File: src/rtl/tscs_div.sv
`timescale 1ns / 1ps
// Restoring divider, one quotient bit per cycle.
// Depends on nothing outside this file.
module tscs_div #(
	parameter int NUM_W = 64,
	parameter int DEN_W = 26
) (
	input  logic             clk,
	input  logic             arst_n,
	input  logic             start,
	input  logic [NUM_W-1:0] num,
	input  logic [DEN_W-1:0] den,
	output logic             done,
	output logic [NUM_W-1:0] quo
);
	localparam int CNT_W = $clog2(NUM_W + 1);

	logic             busy_q;
	logic             done_q;
	logic [CNT_W-1:0] cnt_q;
	logic [NUM_W-1:0] nq_q;
	logic [DEN_W-1:0] rem_q;
	logic [DEN_W-1:0] den_q;
	logic [DEN_W:0]   shifted;
	logic [DEN_W:0]   diff;
	logic             ge;

	assign shifted = {rem_q, nq_q[NUM_W-1]};
	assign ge      = shifted >= {1'b0, den_q};
	assign diff    = shifted - {1'b0, den_q};

	always_ff @(posedge clk or negedge arst_n) begin
		if (!arst_n) begin
			busy_q <= 1'b0;
			done_q <= 1'b0;
			cnt_q  <= '0;
		end else begin
			done_q <= 1'b0;
			if (start) begin
				busy_q <= 1'b1;
				cnt_q  <= CNT_W'(NUM_W);
			end else if (busy_q) begin
				cnt_q <= cnt_q - CNT_W'(1);
				if (cnt_q == CNT_W'(1)) begin
					busy_q <= 1'b0;
					done_q <= 1'b1;
				end
			end
		end
	end

	// The dividend shifts out at the top while quotient bits shift in below.
	always_ff @(posedge clk) begin
		if (start) begin
			nq_q  <= num;
			rem_q <= '0;
			den_q <= den;
		end else if (busy_q) begin
			nq_q  <= {nq_q[NUM_W-2:0], ge};
			rem_q <= ge ? diff[DEN_W-1:0] : shifted[DEN_W-1:0];
		end
	end

	assign done = done_q;
	assign quo  = nq_q;

endmodule

File: config.mk
export PLATFORM = sky130hd
export DESIGN_NAME = tscs_div
export DESIGN_NICKNAME = d
export VERILOG_FILES = /design/src/rtl/tscs_div.sv
export SDC_FILE = /design/constraint.sdc
export NUM_CORES = 1
export LEC_CHECK = 0
export BUFFER_PORTS_ARGS = -buffer_cell sky130_fd_sc_hd__buf_4
export CAP_MARGIN = 20
export CORE_ASPECT_RATIO = 0.6
export CORE_MARGIN = 1
export CORE_UTILIZATION = 58
export CTS_CLUSTER_SIZE = 16
export DETAILED_ROUTE_END_ITERATION = 8
export GPL_TIMING_DRIVEN = 0
export HOLD_SLACK_MARGIN = 0.1
export PLACE_DENSITY_LB_ADDON = 0.3
export REMOVE_ABC_BUFFERS = 1
export SETUP_SLACK_MARGIN = 0.2
export SLEW_MARGIN = 20
export SYNTH_ARGS = -nofsm -noshare
export SYNTH_HDL_FRONTEND = slang
export SYNTH_SLANG_ARGS = --single-unit
File: constraint.sdc
create_clock -name clk -period 6.9 [get_ports clk]
set_input_delay 0.69 -clock clk [delete_from_list [all_inputs] [get_ports clk]]
set_output_delay 0.69 -clock clk [all_outputs]
set_load 0.05 [all_outputs]
==> metrics.cfg, run 1 <==
[status]
outcome=finished with violations
failed_checks=design-rule violations

[sta]
rsz0062_at_grt=no
fin_worst_skew_ns=0.006700
fmaxAchievable_mhz=302.4
fin_hold_ws_ns=0.4442
aggregate_negative_setup_slack_ns=0
worstMarginPinSlew_ns=1.110
setup_violations=0
hold_violations=0
timing.final.max_slew_violations=0
final_min_period_over_clock_period_pct=47.93
layout_min_cycle_time_ns=3.307
maxSlewHeadroom_pct=25.74

[finish]
area_growth_syn_to_layout_pct=27.84
layout-drive-gt1-share_pct=37.41
n_antenna_cell=0
total_nets_final=828

[synth]
synth_edf_count=90
synth-seq-cells=125
syn_area_um2=6540
post_syn_area_per_cell_um2=11.85
most_used_standard_cells_in_the_synthesized_netlist=sky130_fd_sc_hd__edfxtp_1, sky130_fd_sc_hd__mux2_2, sky130_fd_sc_hd__nor2_1
synth.yosys.warnings=0
synthesis.instances=552
share_of_flip_flops_with_an_asynchronous_set_or_reset_after_synthesis_pct=7.200
yosysUniqueCellTypes=59
register_area_share_after_synthesis_pct=52.73
post-synth-top-count-cell=sky130_fd_sc_hd__edfxtp_1
postSynth.topFlopCell=sky130_fd_sc_hd__edfxtp_1
post_synth_main_area_contributors=sky130_fd_sc_hd__edfxtp_1, sky130_fd_sc_hd__mux2_2, sky130_fd_sc_hd__dfxtp_1, sky130_fd_sc_hd__ha_1, sky130_fd_sc_hd__dfrtp_1
synth_largest_area_cell=sky130_fd_sc_hd__edfxtp_1
synth.top_cell.area_share_pct=41.32

[detailed_routing]
routed_via_density=5.944
first_iter_violations=537
dr_total_vias=5100
wirelength_um=15780
final_antenna_net_count=0
avgRoutedWirePerCell_um=18.39
post-route-drc-count=5
initial_drt_pass_iterations=9

[clocking]
cts_root_buf=sky130_fd_sc_hd__clkbuf_16
tritoncts.num_buffers=17
clock_tree.htree_level_count=4
clock_tree.buffer_depth=2
cts_num_sinks=125
post-cts-setup-buffer-count=0
cts_tree=built
clk_pin_slew_worst_paths_ns=0.06
worst_skew_pair.late_latency_ns=0.42

[global_route]
aggregate_global_routing_overflow=0
number_of_global_route_vias_before_repair=5031
maximum_number_of_pins_on_one_net_before_global_route_repair=122
grt.total_usage_pct=27.94
grt_antenna_before_repair=0
grt_pass1_wl_um=25280

[placed_design]
dp.final_hpwl_um=10740
gp_congestion=0.9394
numPortBuffers=157

[pwr]
power.density_cell_area_nw_per_um2=373.6
vdd_ir_drop_max_mv=0.2337
leakage_nw=3.541

[floorplan]
dieHeight_um=84.26
ios=158
coreArea_um2=10780
row_count=29
design.die.area_um2=11720
initial_utilization_pct=60.69
die_w_um=139.1

[setup_path]
timing.setup.critical_path_class=flop to flop
critical_path_peak_fanout=12
worstPathRequired_ns=7.22
critical_path.startpoint_type=flop
worst_setup_path_end_kind=flop
cp.arrival_ns=3.63

[run]
cap_violations=0

[worst_hold_path]
hold_path_class=input pin to flop

report_power, final:
part           leakage, nW  switching, W  internal, W  total [W]
Clock                0.266      0.000342     0.000492   0.000834
Sequential            1.25      0.000111     0.000966    0.00108
Combinational         2.02      0.000731     0.000482    0.00121
registers in the layout, indices dropped and copies added, names as in the netlist:
signal	flops
busy_q	1
rem_q	26
den_q	26
done	1
cnt_q	7
quo	64
through the flow:
stage / cell area [um2] / setup WS, ns / util, % / std cells / power [W]
2_1_floorplan: 6412 / 3.855 / - / 528 / 0.001931
4_1_cts: 8361 / 3.746 / 77.58 / 858 / 0.003108
3_3_place_gp: 7765 / 2.266 / 72.05 / 824 / 0.002209
3_5_place_dp: 7800 / 3.822 / 72.38 / 825 / 0.002257
5_1_grt: 8361 / 3.494 / 77.58 / 858 / 0.003259
6_report: 8361 / 3.593 / 77.58 / 858 / 0.003124
logic make-up after synthesis:
group,synth area share [%]
buf+inv,3.788
flops,52.73
xor+xnor,3.616
fa+ha+maj,5.663
mux,13.16
simple gates,9.279
compound gates,11.77
what timing repair did:
action | 4_1_cts | 5_1_grt
hold buffers | 1 | 0
resized for setup | 0 | 0
endpoints found under the hold margin | 9 | 0
endpoints found under the setup margin | 0 | 0
final timing paths:
| kind | startpoint | endpoint | slack, ns | cells after the start |
|---|---|---|---|---|
| max in group asynchronous | arst_n | busy_q$_DFF_PN0_ | 6.12 | 2 |
| min reg2reg | rem_q[18]$_SDFFE_PP0P_ | rem_q[18]$_SDFFE_PP0P_ | 0.49 | 2 |
| min | den[7] | den_q[7]$_DFFE_PP_ | 0.44 | 1 |
| max reg2reg | den_q[1]$_DFFE_PP_ | rem_q[0]$_SDFFE_PP0P_ | 3.59 | 10 |
| min in group asynchronous | arst_n | cnt_q[3]$_DFFE_PN0P_ | 0.63 | 2 |
| max | den_q[1]$_DFFE_PP_ | rem_q[0]$_SDFFE_PP0P_ | 3.59 | 10 |
cell type report:
class	count	area, um2
multi-input combinational	371	2844
timing repair buffer	159	1220
fill	676	2416
inverter	32	122.6
clock buffer	17	425.4
sequential	125	3450
clock inverter	15	125.1
tap	139	173.9
critical path: stages (launching register included):
cell and delay [ns]:
sky130_fd_sc_hd__edfxtp_1 0.37, sky130_fd_sc_hd__inv_1 0.13, sky130_fd_sc_hd__ha_1 0.26, sky130_fd_sc_hd__nor2b_1 0.16, sky130_fd_sc_hd__o21ai_1 0.30, sky130_fd_sc_hd__a31oi_1 0.16, sky130_fd_sc_hd__a211oi_2 0.38, sky130_fd_sc_hd__a21oi_2 0.19
sky130_fd_sc_hd__nor2_1 0.78, sky130_fd_sc_hd__nand2_1 0.17, sky130_fd_sc_hd__a311oi_1 0.30
metal layers:
layer	vias to the layer above	global-route usage, %	wire length (um)
met5	-	0	0
met4	0	10.61	467
met3	46	9.755	1434
met2	265	44.03	7313
met1	2427	35.77	6562
li1	2362	-	-
placed cells by master (no fill, tap or decap), drive strengths merged, types with 8 or more instances in the layout:
cell type	netlist	layout
a211oi	19	19
a21oi	25	25
buf	6	158
clkbuf	18	17
clkinv	0	10
dfrtp	9	9
dfxtp	26	26
edfxtp	90	90
ha	28	28
inv	32	33
mux2	64	64
mux2i	14	14
nand2	27	27
nand3	12	12
nand4	8	8
nor2	36	36
o21ai	28	28
xnor2	14	14
xor2	13	13
Note: power is estimated with default switching activity, not from simulation.
==> run 2, diff against run 1 <==
CORE_UTILIZATION = 54   (was 58)
clock period = 3.3 ns   (was 6.9 ns; I/O delays follow)
==> metrics.cfg, run 2 (synthesized netlist as in run 1, its figures left out) <==
[status]
outcome=finished, final reports clean  ; was finished with violations

[global_route]
met3_usage_pct=7.916  ; was 9.755%
grt_antenna_before_repair=0  ; unchanged
grt.total_usage_pct=26.62  ; was 27.94%
number_of_global_route_vias_before_repair=5054  ; was 5,031
grt.met1_usage_pct=34.99  ; was 35.77%
grt_pass1_wl_um=25230  ; was 25,280 um
gr-usage-met2_pct=43.04  ; was 44.03%
maximum_number_of_pins_on_one_net_before_global_route_repair=122  ; unchanged
global_route.peak_usage_layer=met2  ; unchanged
aggregate_global_routing_overflow=0  ; unchanged

[detailed_routing]
post-route-drc-count=0  ; was 5
final_antenna_net_count=0  ; unchanged
dr_total_vias=5030  ; was 5,100
initial_drt_pass_iterations=6  ; was 9
routed_via_density=5.546  ; was 5.944
first_iter_violations=298  ; was 537
avgRoutedWirePerCell_um=17.40  ; was 18.39 um
wirelength_um=15780  ; about the same

[setup_path]
worst_r2r_src=quo[63]$_DFFE_PP_  ; was den_q[1]$_DFFE_PP_
r2r-end=rem_q[14]$_SDFFE_PP0P_  ; was rem_q[0]$_SDFFE_PP0P_
critical_path.startpoint_type=flop  ; unchanged
cp.arrival_ns=3.28  ; was 3.63 ns
critical_path.cell_chain=inv_1 > ha_1 > inv_1 > fa_1 > a211oi_2 > o21ai_0 > a31oi_4 > buf_4 > o21ai_1 > a21o_1 > a21oi_1 > xnor2_1 > a31o_1  ; was inv_1 > ha_1 > nor2b_1 > o21ai_1 > a31oi_1 > a211oi_2 > a21oi_2 > nor2_1 > nand2_1 > a311oi_1
worstPathRequired_ns=3.60  ; was 7.22 ns
timing.critical_path.slowest_cell_delay_ns=0.44  ; was 0.78 ns
reg2reg_depth=13  ; was 10
timing.critical_path.from=quo[63]$_DFFE_PP_  ; was den_q[1]$_DFFE_PP_
critPathSlowestCell=sky130_fd_sc_hd__edfxtp_1  ; was sky130_fd_sc_hd__nor2_1
setup.reg_to_reg.worst_slack_ns=0.32  ; was 3.59 ns
worst_setup_path_end_kind=flop  ; unchanged
timing.setup.critical_path_class=flop to flop  ; unchanged
critPathMostFrequentCell=sky130_fd_sc_hd__inv_1
critical_path_peak_fanout=4  ; was 12

[worst_hold_path]
min_path_cells=2  ; was 1
timing.hold.worst.start=num[41]  ; was den[7]
min_to=quo[41]$_DFFE_PP_  ; was den_q[7]$_DFFE_PP_
hold_path_class=input pin to flop  ; unchanged

[finish]
finish.instance_area_um2=8716  ; was 8361 um2
fillers=798  ; was 676
total_nets_final=856  ; was 828
layout_common_cells=sky130_fd_sc_hd__buf_4, sky130_fd_sc_hd__edfxtp_1, sky130_fd_sc_hd__mux2_2, sky130_fd_sc_hd__nor2_1, sky130_fd_sc_hd__inv_1  ; unchanged
multi_input_comb_area_um2=2868  ; was 2844 um2
n_antenna_cell=0  ; unchanged
area.sequential_um2=3450  ; unchanged
layout-drive-gt1-share_pct=36.14  ; was 37.41%
area_growth_syn_to_layout_pct=33.27  ; was 27.84%
largest_register_ffs=64  ; unchanged
mostFrequentLayoutCell=sky130_fd_sc_hd__buf_4  ; unchanged

[placed_design]
dp.final_hpwl_um=10610  ; was 10,740 um
gp_congestion=0.9351  ; was 0.9394
preCtsSetupSlack_ns=0.1450  ; was 3.822 ns
dpl_cell_area_um2=7826  ; was 7800 um2
numPortBuffers=157  ; unchanged

[pwr]
share_comb_of_total_power_pct=38.8  ; about the same
power.share.switching_pct=36.62  ; was 37.88%
power_frac_seq_pct=33.7  ; was 34.5%
power.density_cell_area_nw_per_um2=764.8  ; was 373.6 nW/um2
vdd_ir_drop_max_mv=0.3865  ; was 0.2337 mV
leakage_nw=3.667  ; was 3.541 nW
internal_power_w=0.004225  ; was 0.001940 W
power_frac_clock_pct=27.5  ; was 26.7%
switchingPower_w=0.002441  ; was 0.001183 W

[clocking]
cts_root_buf=sky130_fd_sc_hd__clkbuf_16  ; unchanged
clock_tree.htree_level_count=4  ; unchanged
tritoncts.num_buffers=17  ; unchanged
cts_tree=built  ; unchanged
worst_skew_pair.late_latency_ns=0.41  ; was 0.42 ns
clock_tree.buffer_depth=2  ; unchanged
cts_num_sinks=125  ; unchanged
clk_pin_slew_worst_paths_ns=0.06  ; about the same

[sta]
layout_setup_ws_ns=0.3237  ; was 3.593 ns
fmaxAchievable_mhz=336.0  ; was 302.4 MHz
final_min_period_over_clock_period_pct=90.19  ; was 47.93%
maxSlewHeadroom_pct=28.71  ; was 25.74%
fin_worst_skew_ns=0.009850  ; was 0.006700 ns
aggregate_negative_setup_slack_ns=0  ; unchanged
hold_violations=0  ; unchanged
worstMarginPinSlew_ns=1.065  ; was 1.110 ns
setup_violations=0  ; unchanged
timing.final.max_slew_violations=0  ; unchanged
layout_min_cycle_time_ns=2.976  ; was 3.307 ns
rsz0062_at_grt=no  ; unchanged

[floorplan]
row_count=30  ; was 29
ios=158  ; unchanged
die_w_um=144.1  ; was 139.1 um
dieHeight_um=87.25  ; was 84.26 um
coreArea_um2=11560  ; was 10,780 um2
initial_utilization_pct=56.57  ; was 60.69%
design.die.area_um2=12570  ; was 11,720 um2

[run]
cap_violations=0  ; unchanged

==> run 2: changes by cell type in the layout (fill, tap and decap cells not counted), moves of 2 or more <==
cell	previous run	this run
sky130_fd_sc_hd__clkinv_4	4	2
sky130_fd_sc_hd__dlygate4sd3_1	1	27
sky130_fd_sc_hd__clkbuf_1	0	3
sky130_fd_sc_hd__clkinv_2	5	1
sky130_fd_sc_hd__clkbuf_8	0	2
sky130_fd_sc_hd__buf_4	156	158
==> run 2: metrics by stage <==
step                hold WS (ns)  cells  power [W]  util, %
floorplan                0.03441    528   0.004038        -
global placement          0.1551    845   0.004628    67.39
detailed placement        0.1593    846   0.004716    67.69
CTS                       0.2078    905   0.006611    75.10
global route              0.2034    907   0.006992    75.39
finish                    0.2172    907   0.006666    75.39
==> run 2: how the worst max path moves through the flow <==
stage	cells after the start	end
global placement	3	quo[30]$_DFFE_PP_
global route	10	rem_q[22]$_SDFFE_PP0P_
finish	13	rem_q[14]$_SDFFE_PP0P_
detailed placement	10	rem_q[0]$_SDFFE_PP0P_
floorplan	2	quo[0]$_DFFE_PP_
CTS	12	rem_q[18]$_SDFFE_PP0P_
==> run 2: cell type report <==
type                            instances  area share, %
Sequential cell                       125          39.58
Timing Repair Buffer                  187          17.15
Clock buffer                           22          5.326
Inverter                               32          1.407
Tap cell                              160          2.297
Clock inverter                         10          1.335
Multi-Input combinational cell        371          32.90
==> run 2: timing repair <==
item	CTS	global route
endpoints found under the setup margin	7	8
resized for setup	2	3
hold buffers	27	0
pin swaps	0	2
endpoints found under the hold margin	35	0
setup buffers	0	2
==> run 2: worst max-delay path: cells and delay by family, from the launching register on <==
kind                     cells  cell delay [ns]
AO/OA/AOI/OAI                7             1.41
XOR/XNOR                     1             0.09
adder cells (fa/ha/maj)      2             0.62
buffers and inverters        3             0.31
flip-flops                   1             0.44
==> run 2: power groups by stage <==
| stage | sequential [W] | combinational, W | clock (W) |
|---|---|---|---|
| 3_5_place_dp | 0.00227 | 0.00245 | 0 |
| 5_1_grt | 0.00228 | 0.00279 | 0.00192 |
| 3_3_place_gp | 0.00225 | 0.00238 | 0 |
| 2_1_floorplan | 0.00264 | 0.00140 | 0 |
| 6_report | 0.00225 | 0.00259 | 0.00183 |
| 4_1_cts | 0.00225 | 0.00251 | 0.00185 |
==> run 2: metal layers <==
layer	up-vias	routed length [um]
li1	2423	-
met1	2390	7204
met2	194	7280
met3	23	1116
met4	0	182
met5	-	0
==> run 3, diff against run 2 <==
==> constraint.sdc (replaced) <==
create_clock -name clk -period 3.3 [get_ports clk]
set_input_delay 0.66 -clock clk [delete_from_list [all_inputs] [get_ports clk]]
set_output_delay 0.66 -clock clk [all_outputs]
set_load 0.05 [all_outputs]
==> metrics.cfg, run 3 (synthesized netlist as in run 1, its figures left out) <==
[detailed_routing]
first_iter_violations=278  ; was 298
initial_drt_pass_iterations=5  ; was 6
avgRoutedWirePerCell_um=17.60  ; was 17.40 um
final_antenna_net_count=0  ; unchanged
wirelength_um=15510  ; was 15,780 um
routed_via_density=5.610  ; was 5.546
dr_total_vias=4942  ; was 5,030
post-route-drc-count=0  ; unchanged

[finish]
total_nets_final=830  ; was 856
layout-drive-gt1-share_pct=37.45  ; was 36.14%
area_growth_syn_to_layout_pct=29.29  ; was 33.27%
layout_common_cells=sky130_fd_sc_hd__buf_4, sky130_fd_sc_hd__edfxtp_1, sky130_fd_sc_hd__mux2_2, sky130_fd_sc_hd__nor2_1, sky130_fd_sc_hd__inv_1  ; unchanged
mostFrequentLayoutCell=sky130_fd_sc_hd__buf_4  ; unchanged
largest_register_ffs=64  ; unchanged
n_antenna_cell=0  ; unchanged
finish.instance_area_um2=8456  ; was 8716 um2

[clocking]
tritoncts.num_buffers=17  ; unchanged
clock_tree.htree_level_count=4  ; unchanged
clk_pin_slew_worst_paths_ns=0.06  ; about the same
worst_skew_pair.late_latency_ns=0.41  ; about the same
cts_tree=built  ; unchanged
cts_root_buf=sky130_fd_sc_hd__clkbuf_16  ; unchanged
cts_num_sinks=125  ; unchanged
clock_tree.buffer_depth=2  ; unchanged

[floorplan]
design.die.area_um2=12570  ; unchanged
coreArea_um2=11560  ; unchanged
die_w_um=144.1  ; unchanged
row_count=30  ; unchanged
ios=158  ; unchanged
initial_utilization_pct=56.57  ; unchanged
dieHeight_um=87.25  ; unchanged

[global_route]
grt.total_usage_pct=26.16  ; was 26.62%
aggregate_global_routing_overflow=0  ; unchanged
number_of_global_route_vias_before_repair=4902  ; was 5,054
grt_pass1_wl_um=24760  ; was 25,230 um
maximum_number_of_pins_on_one_net_before_global_route_repair=122  ; unchanged
grt_antenna_before_repair=0  ; unchanged

[sta]
timing.final.max_slew_violations=0  ; unchanged
rsz0062_at_grt=no  ; unchanged
final_min_period_over_clock_period_pct=90.22  ; was 90.19%
aggregate_negative_setup_slack_ns=0  ; unchanged
fmaxAchievable_mhz=335.9  ; was 336.0 MHz
layout_min_cycle_time_ns=2.977  ; was 2.976 ns
maxSlewHeadroom_pct=31.07  ; was 28.71%
hold_violations=0  ; unchanged
fin_worst_skew_ns=0.009308  ; was 0.009850 ns
setup_violations=0  ; unchanged
worstMarginPinSlew_ns=1.034  ; was 1.065 ns

[placed_design]
numPortBuffers=157  ; unchanged
dp.final_hpwl_um=10610  ; unchanged
dpl_cell_area_um2=7826  ; unchanged
gp_congestion=0.9351  ; unchanged

[setup_path]
worst_setup_path_end_kind=flop  ; unchanged
r2r-end=rem_q[14]$_SDFFE_PP0P_  ; unchanged
worst_r2r_src=quo[63]$_DFFE_PP_  ; unchanged
worstPathRequired_ns=3.60  ; about the same
cp.arrival_ns=3.28  ; about the same
timing.critical_path.to=rem_q[14]$_SDFFE_PP0P_  ; unchanged
critical_path_peak_fanout=4  ; unchanged
reg2reg_depth=13  ; unchanged
critical_path.startpoint_type=flop  ; unchanged
timing.setup.critical_path_class=flop to flop  ; unchanged
timing.critical_path.from=quo[63]$_DFFE_PP_  ; unchanged
setup.reg_to_reg.worst_slack_ns=0.32  ; about the same

[pwr]
vdd_ir_drop_max_mv=0.3862  ; was 0.3865 mV
leakage_nw=3.558  ; was 3.667 nW
power.density_cell_area_nw_per_um2=785.4  ; was 764.8 nW/um2

[run]
cap_violations=0  ; unchanged

[worst_hold_path]
hold_path_class=input pin to flop  ; unchanged
min_path_cells=1  ; was 2

[status]
outcome=finished, final reports clean  ; unchanged

-- run 3: area by class of cell --
type | count | area [um2]
flip-flops and latches | 125 | 3450
fillers | 826 | 3105
multi-input cells | 371 | 2868
repair buffers | 161 | 1235
clock buffers | 22 | 464.2
well taps | 160 | 200.2
inverters | 32 | 122.6
clock inverters | 10 | 116.4
-- run 3: routing by layer --
layer | vias to the layer above | track usage (%) | wire (um)
met5 | - | 0 | 0
met4 | 0 | 6.576 | 135
met3 | 15 | 8.136 | 1126
met2 | 187 | 41.77 | 7079
met1 | 2371 | 34.74 | 7168
li1 | 2369 | - | -
-- run 3: worst min-delay path by stage --
| stage | end | from | slack [ns] |
|---|---|---|---|
| 2_1_floorplan | busy_q$_DFF_PN0_ | arst_n | 0.36 |
| 3_3_place_gp | rem_q[7]$_SDFFE_PP0P_ | rem_q[7]$_SDFFE_PP0P_ | 0.47 |
| 3_5_place_dp | rem_q[20]$_SDFFE_PP0P_ | rem_q[20]$_SDFFE_PP0P_ | 0.48 |
| 4_1_cts | den_q[19]$_DFFE_PP_ | den[19] | 0.41 |
| 5_1_grt | den_q[2]$_DFFE_PP_ | den[2] | 0.41 |
| 6_report | den_q[19]$_DFFE_PP_ | den[19] | 0.42 |
-- run 3: repair_timing --
item                                   4_1_cts  5_1_grt
setup endpoints to repair                    7        8
endpoints found under the hold margin        9        0
pin swaps                                    0        2
hold buffers                                 1        0
buffers inserted                             0        2
gates resized for setup                      2        3
-- run 3: worst max-delay path: stages, from the launching register on --
cell                       delay [ns]
sky130_fd_sc_hd__edfxtp_1        0.43
sky130_fd_sc_hd__inv_1           0.08
sky130_fd_sc_hd__ha_1            0.18
sky130_fd_sc_hd__inv_1           0.06
sky130_fd_sc_hd__fa_1            0.44
sky130_fd_sc_hd__a211oi_2        0.28
sky130_fd_sc_hd__o21ai_0         0.20
sky130_fd_sc_hd__a31oi_4         0.26
sky130_fd_sc_hd__buf_4           0.17
sky130_fd_sc_hd__o21ai_1         0.10
sky130_fd_sc_hd__a21o_1          0.19
sky130_fd_sc_hd__a21oi_1         0.17
sky130_fd_sc_hd__xnor2_1         0.09
sky130_fd_sc_hd__a31o_1          0.21
-- run 3: power by group --
| group | internal (W) | switching (W) |
|---|---|---|
| Combinational | 0.00103 | 0.00153 |
| Sequential | 0.00202 | 0.000225 |
| Clock | 0.00115 | 0.000684 |
-- run 3: metrics by stage --
stage | utilization (%) | power (W) | hold slack (ns) | std cells | setup slack, ns
after detailed placement | 67.69 | 0.004716 | 0.4810 | 846 | 0.1450
after global routing | 73.14 | 0.006965 | 0.4097 | 881 | 0.2008
after CTS | 72.85 | 0.006586 | 0.4145 | 879 | 0.2421
final | 73.14 | 0.006641 | 0.4223 | 881 | 0.3228
after global placement | 67.39 | 0.004628 | 0.4672 | 845 | -1.245
after floorplan | - | 0.004038 | 0.3644 | 528 | 0.2554
